[src/hw/rtl/dgr_pkg.sv]
package dgr_pkg;

    localparam int DEFAULT_MAP_SIDE = 64;

    localparam int CFG_IDX_W  = 3;
    localparam int CFG_DATA_W = 22;
    localparam int DIV_W      = 33;
    localparam int DIVISOR_W  = 32;

    localparam logic [CFG_IDX_W-1:0] CFG_PLAYER_X    = 3'd0;
    localparam logic [CFG_IDX_W-1:0] CFG_PLAYER_Y    = 3'd1;
    localparam logic [CFG_IDX_W-1:0] CFG_VIEW_DIR_X  = 3'd2;
    localparam logic [CFG_IDX_W-1:0] CFG_VIEW_DIR_Y  = 3'd3;
    localparam logic [CFG_IDX_W-1:0] CFG_CAM_PLANE_X = 3'd4;
    localparam logic [CFG_IDX_W-1:0] CFG_CAM_PLANE_Y = 3'd5;
    localparam logic [CFG_IDX_W-1:0] CFG_SCREEN_W    = 3'd6;

    localparam logic [21:0]        RST_PLAYER_X    = 22'd2129920;
    localparam logic [21:0]        RST_PLAYER_Y    = 22'd2129920;
    localparam logic signed [15:0] RST_VIEW_DIR_X  = 16'sd0;
    localparam logic signed [15:0] RST_VIEW_DIR_Y  = -16'sd16384;
    localparam logic signed [15:0] RST_CAM_PLANE_X = 16'sd10813;
    localparam logic signed [15:0] RST_CAM_PLANE_Y = 16'sd0;
    localparam logic [12:0]        RST_SCREEN_W    = 13'd640;

    localparam logic       MODE_WRITE = 1'b0;
    localparam logic       MODE_CAST  = 1'b1;

    localparam logic [1:0] CELL_EMPTY = 2'd0;
    localparam logic [1:0] CELL_WALL  = 2'd1;
    localparam logic [1:0] CELL_DOOR  = 2'd2;

    localparam logic [1:0] SIDE_EAST  = 2'd0;
    localparam logic [1:0] SIDE_WEST  = 2'd1;
    localparam logic [1:0] SIDE_SOUTH = 2'd2;
    localparam logic [1:0] SIDE_NORTH = 2'd3;

    localparam logic [1:0] KIND_WALL  = 2'd0;
    localparam logic [1:0] KIND_DOOR  = 2'd1;
    localparam logic [1:0] KIND_BOUND = 2'd2;

    typedef enum logic [4:0] {
        S_CLEAR,
        S_IDLE,
        S_CAM_GO,
        S_CAM_WAIT,
        S_MULX,
        S_MULY,
        S_RAYY,
        S_DX_GO,
        S_DX_WAIT,
        S_DY_GO,
        S_DY_WAIT,
        S_SIDEX,
        S_SIDEY,
        S_STEP,
        S_CHECK,
        S_FIN,
        S_DONE
    } state_t;

endpackage

[src/hw/rtl/dgr_div.sv]
module dgr_div (
    input  logic                          clk,
    input  logic                          rst_n,
    input  logic                          start,
    input  logic [dgr_pkg::DIV_W-1:0]     dividend,
    input  logic [dgr_pkg::DIVISOR_W-1:0] divisor,
    output logic                          done,
    output logic [dgr_pkg::DIV_W-1:0]     quotient
);
    import dgr_pkg::*;

    localparam int CNT_W = $clog2(DIV_W + 1);

    logic [CNT_W-1:0]     cnt_reg, cnt_next;
    logic                 run_reg, run_next;
    logic                 done_reg, done_next;
    logic [DIVISOR_W-1:0] rem_reg, rem_next;
    logic [DIVISOR_W-1:0] dsr_reg, dsr_next;
    logic [DIV_W-1:0]     quo_reg, quo_next;
    logic [DIVISOR_W:0]   trial;
    logic                 fits;

    // one quotient bit per cycle, restoring
    always_comb
    begin
        trial     = {rem_reg, quo_reg[DIV_W-1]};
        fits      = trial >= {1'b0, dsr_reg};
        cnt_next  = cnt_reg;
        run_next  = run_reg;
        done_next = 1'b0;
        rem_next  = rem_reg;
        dsr_next  = dsr_reg;
        quo_next  = quo_reg;
        if (start)
        begin
            run_next = 1'b1;
            cnt_next = '0;
            rem_next = '0;
            dsr_next = divisor;
            quo_next = dividend;
        end
        else if (run_reg)
        begin
            rem_next = fits ? DIVISOR_W'(trial - {1'b0, dsr_reg}) : trial[DIVISOR_W-1:0];
            quo_next = {quo_reg[DIV_W-2:0], fits};
            cnt_next = cnt_reg + 1'b1;
            if (cnt_reg == CNT_W'(DIV_W - 1))
            begin
                run_next  = 1'b0;
                done_next = 1'b1;
            end
        end
    end

    always_ff @(posedge clk or negedge rst_n)
    begin
        if (!rst_n)
        begin
            cnt_reg  <= '0;
            run_reg  <= 1'b0;
            done_reg <= 1'b0;
        end
        else
        begin
            cnt_reg  <= cnt_next;
            run_reg  <= run_next;
            done_reg <= done_next;
        end
    end

    always_ff @(posedge clk)
    begin
        rem_reg <= rem_next;
        dsr_reg <= dsr_next;
        quo_reg <= quo_next;
    end

    assign done     = done_reg;
    assign quotient = quo_reg;

endmodule

[config.mk]
export PLATFORM = sky130hd
export DESIGN_NAME = dgr_div
export DESIGN_NICKNAME = d
export VERILOG_FILES = /design/src/hw/rtl/dgr_pkg.sv /design/src/hw/rtl/dgr_div.sv
export SDC_FILE = /design/constraint.sdc
export NUM_CORES = 1
export LEC_CHECK = 0
export BUFFER_PORTS_ARGS = -buffer_cell sky130_fd_sc_hd__buf_2
export CORE_MARGIN = 2
export CORE_UTILIZATION = 40
export DETAILED_ROUTE_END_ITERATION = 7
export GPL_TIMING_DRIVEN = 0
export HOLD_SLACK_MARGIN = 0.02
export PLACE_DENSITY = 0.66
export SYNTH_ARGS = -nofsm -noshare
export SYNTH_HDL_FRONTEND = slang
export SYNTH_SLANG_ARGS = --single-unit
[constraint.sdc]
create_clock -name clk -period 3.9 [get_ports clk]
set_input_delay 0.39 -clock clk [delete_from_list [all_inputs] [get_ports clk]]
set_output_delay 0.39 -clock clk [all_outputs]
set_load 0.03 [all_outputs]
==> metrics.md <==
| Metric | Value |
|---|---|
| 1st-iter DRT viols | `about 280` |
| CP arrival | `3250 ps` |
| Critical path endpoint category | `register` |
| Max transition margin | `17.3%` |
| Dpl hpwl | `10.6 mm` |
| Row count | `45` |
| Yosys warns | `0` |
| Status | `completed` |
| Die width | `between 100 and 150 um` |
| Post-synthesis adder-cell area fraction | `under 10%` |
| Setup violators final | `0` |
| Post-DRT Antenna Nets | `0` |
| Mapped Cells | `600` |
| Later-pin clock latency in the skew report | `roughly 370 ps` |
| CTS sink count | `105` |
| CTS root buf | `clkbuf_16` |
| Final wirelength | `14.3 mm` |
| Ports | `around 100` |
| Layout overhead on the synthesized area | `17.2%` |
| Post-route minimum period | `3120 ps` |
| Setup bufs post-CTS | `0` |
| Slew @ Worst Pin | `1240 ps` |
| Synth Area in Compound Gates | `16.2%` |
| Post-Syn Area | `0.00621 mm2` |
| Share of layout cells above drive strength 1 | `between 20% and 30%` |
| Initial antenna violation count | `0` |
| Hold Crit Class | `in2reg` |
| Fin util | `approximately 48%` |
| Fill count | `between 1000 and 1500` |
| Core area | `0.0152 mm2` |
| Post-synthesis mux area share | `9.69%` |
| Xor-xnor portion of the synthesized cell area | `4.23%` |
| Post-synth ARST share | `7.62%` |
| Remaining Overflow, GRT | `0` |
| Vias post-DR | `4904` |
| Final Total Pwr | `about 4.4 mW` |
| Syn_nets | `around 700` |
| Required time worst endpoint | `4040 ps` |
| Die area | `0.0165 mm2` |
| Max Cap Viol | `0` |
| Primary FF master, synth | `edfxtp_1` |
| Number of global-route vias before repair | `4964` |
| Synth Area in Simple Gates | `12.3%` |
| I/O Buffers | `101` |
| Pwr Density | `605 mW/mm2` |
| Fin. max-slew vios | `0` |
| Worst Setup Path Type | `reg2reg` |
| Final nets | `816` |
| Die height | `around 130 um` |
| DRC errors left | `0` |
| VDD IR max | `0.294 mV` |
| Vias/cell | `about 5.4` |
| Reg clk slew, reported paths | `90 ps` |
| DRT Pass-1 Iters | `5` |
| Gpl congestion | `~0.93` |
| Startpoint types | `register` |
| Max Buffers Root-to-Sink | `2` |
| Pin count of the biggest net entering global routing | `34` |
| CP max FO | `10` |
| Total track usage | `18.1%` |
| Register area share after synthesis | `around 45%` |
| # diodes | `0` |
| Avg Inst Size Synth | `just over 10 um2` |
| Post-synth EDFFs | `65` |
| Clk_skew | `~16 ps` |
| Final clock period utilization by the worst path | `79.9%` |
| First-pass GRT wire length | `24.0 mm` |
| TritonCTS clock tree | `done` |
| Post-route setup TNS | `0 ps` |
| Fmax | `321 MHz` |
| Initial core utilization | `between 40% and 50%` |
| Combinational family with the most area after synthesis | `compound AO/OA/AOI/OAI gates` |
| #FFs+latches synth | `approximately 110` |
| Yosys cell types | `62` |
| Per-cell routed wire length | `approximately 16 um` |
| Leak | `3.11 nW` |
| Count of final hold-check violations | `0` |
| Largest register FFs | `33` |
| Num CTS Buffers | `9` |
| Post-CTS sizing | `0` |
| CTS H-tree lvls | `3` |
| RSZ-0062 raised after global routing | `false` |
-- final timing paths --
kind                          endpoint  slack [ps]  cells after the start   startpoint
max reg2reg                quotient[0]         780                     11   dsr_reg[6]
max                        quotient[0]         780                     11   dsr_reg[6]
max in group asynchronous   cnt_reg[2]        3350                      2        rst_n
min reg2reg                rem_reg[30]         500                      2  rem_reg[29]
min in group asynchronous         done         380                      2        rst_n
min                        dsr_reg[29]         180                      1  divisor[29]
-- logic make-up after synthesis --
| family | count (synthesis) |
|---|---|
| AND/OR/NAND/NOR | 154 |
| buffers and inverters | 79 |
| adder cells (fa/ha/maj) | 35 |
| multiplexers | 56 |
| AO/OA/AOI/OAI | 141 |
| XOR/XNOR | 30 |
| flip-flops | 105 |
-- power breakdown --
group	switching (mW)	internal, mW	leakage, nW
clock	0.478	0.462	0.149
combinational	1.11	0.837	1.93
sequential	0.133	1.38	1.03
-- worst max-delay path, cell delays in order, from the launching register on --
cell and delay [ps]:
edfxtp_1 370, inv_1 70, ha_1 270, a21o_1 220, a31oi_2 230, o22ai_1 170, o31a_4 410, a211oi_4 410
o21ai_2 120, buf_6 180, buf_8 160, mux2_2 260
-- layout make-up --
type,instances,area [um2],share of cell area [%]
well taps,188,235,3.23
clock buffers,9,225,3.09
clock inverters,7,92.6,1.27
inverters,46,173,2.37
multi-input cells,416,3080,42.3
repair buffers,102,515,7.08
flip-flops and latches,105,2790,38.4
plain buffers,33,165,2.27
-- repair_timing --
action / in CTS / in global routing
hold endpoints to repair: 8 / 0
hold buffers: 1 / 0
setup endpoints to repair: 0 / 0
-- routing by layer --
layer	vias to the layer above	part of all wire (%)	GRT usage [%]
met1	2310	46	23.7
met2	158	46	29.1
met3	19	6.5	5.11
met5	-	0	0
li1	2417	-	-
met4	0	1.8	6.07
-- layout by cell type (no fill, tap or decap), types with 5 or more instances in the layout --
cell       Yosys  final
nor3_1        10     10
dfrtp_1        8      8
nand2_1       35     35
clkbuf_1      23     23
mux2i_1       23     23
a211oi_1      29     29
xnor2_1       14     14
buf_2          5    106
nand4_1       12     12
ha_1          34     34
o21a_1         7      7
nand3_1       10     10
xor2_1        16     16
a21oi_1       30     30
dfxtp_1       32     32
a21o_1        13     13
edfxtp_1      65     65
o21ai_0       21     21
clkbuf_16      0      9
nor2_1        51     51
mux2_2        33     33
o211ai_1       5      5
inv_1         46     46
-- stage by stage --
stage | cells | setup slack [ps] | area (um2) | hold WS (ps)
after floorplan | 600 | 1080 | 6210 | 94.4
after CTS | 906 | 775 | 7280 | 173
final | 906 | 784 | 7280 | 183
after detailed placement | 889 | 554 | 6950 | 243
after global routing | 906 | 614 | 7280 | 180
after global placement | 889 | 660 | 6950 | 239
-- cells in the mapped netlist, types with 2 or more instances --
library cell   n  area share, %
o31ai_1        4           0.48
o311ai_1       2           0.28
o31a_1         2           0.28
xor2_1        16            2.3
edfxtp_1      65             31
a21boi_0       3           0.36
and2_1         2           0.20
a31oi_1        4           0.40
a31o_1         2           0.28
o21ai_0       21            1.7
mux2i_1       23            3.7
dfrtp_1        8            3.2
o21bai_1       3           0.36
nor2b_1        3           0.30
buf_1          2           0.12
nand2_1       35            2.1
nor2_1        51            3.1
a211o_1        2           0.28
a21o_1        13            1.6
ha_1          34            6.9
nor3_1        10           0.81
a31oi_2        2           0.40
nand2b_1       4           0.40
buf_2          5           0.40
xnor2_1       14            2.0
a21oi_1       30            2.4
or4b_1         2           0.32
dfxtp_1       32             10
or3b_2         4           0.56
mux2_2        33            6.0
nor3b_1        4           0.48
and3_1         3           0.30
nand4_1       12            1.2
a211oi_1      29            3.5
clkbuf_1      23            1.4
o211ai_1       5           0.60
a211oi_4       2           0.64
nand3_1       10           0.81
inv_1         46            2.8
a311oi_1       3           0.42
nand4b_1       3           0.42
o21a_1         7           0.85
nor4_1         3           0.30
Power figures use the tool's default switching activity.
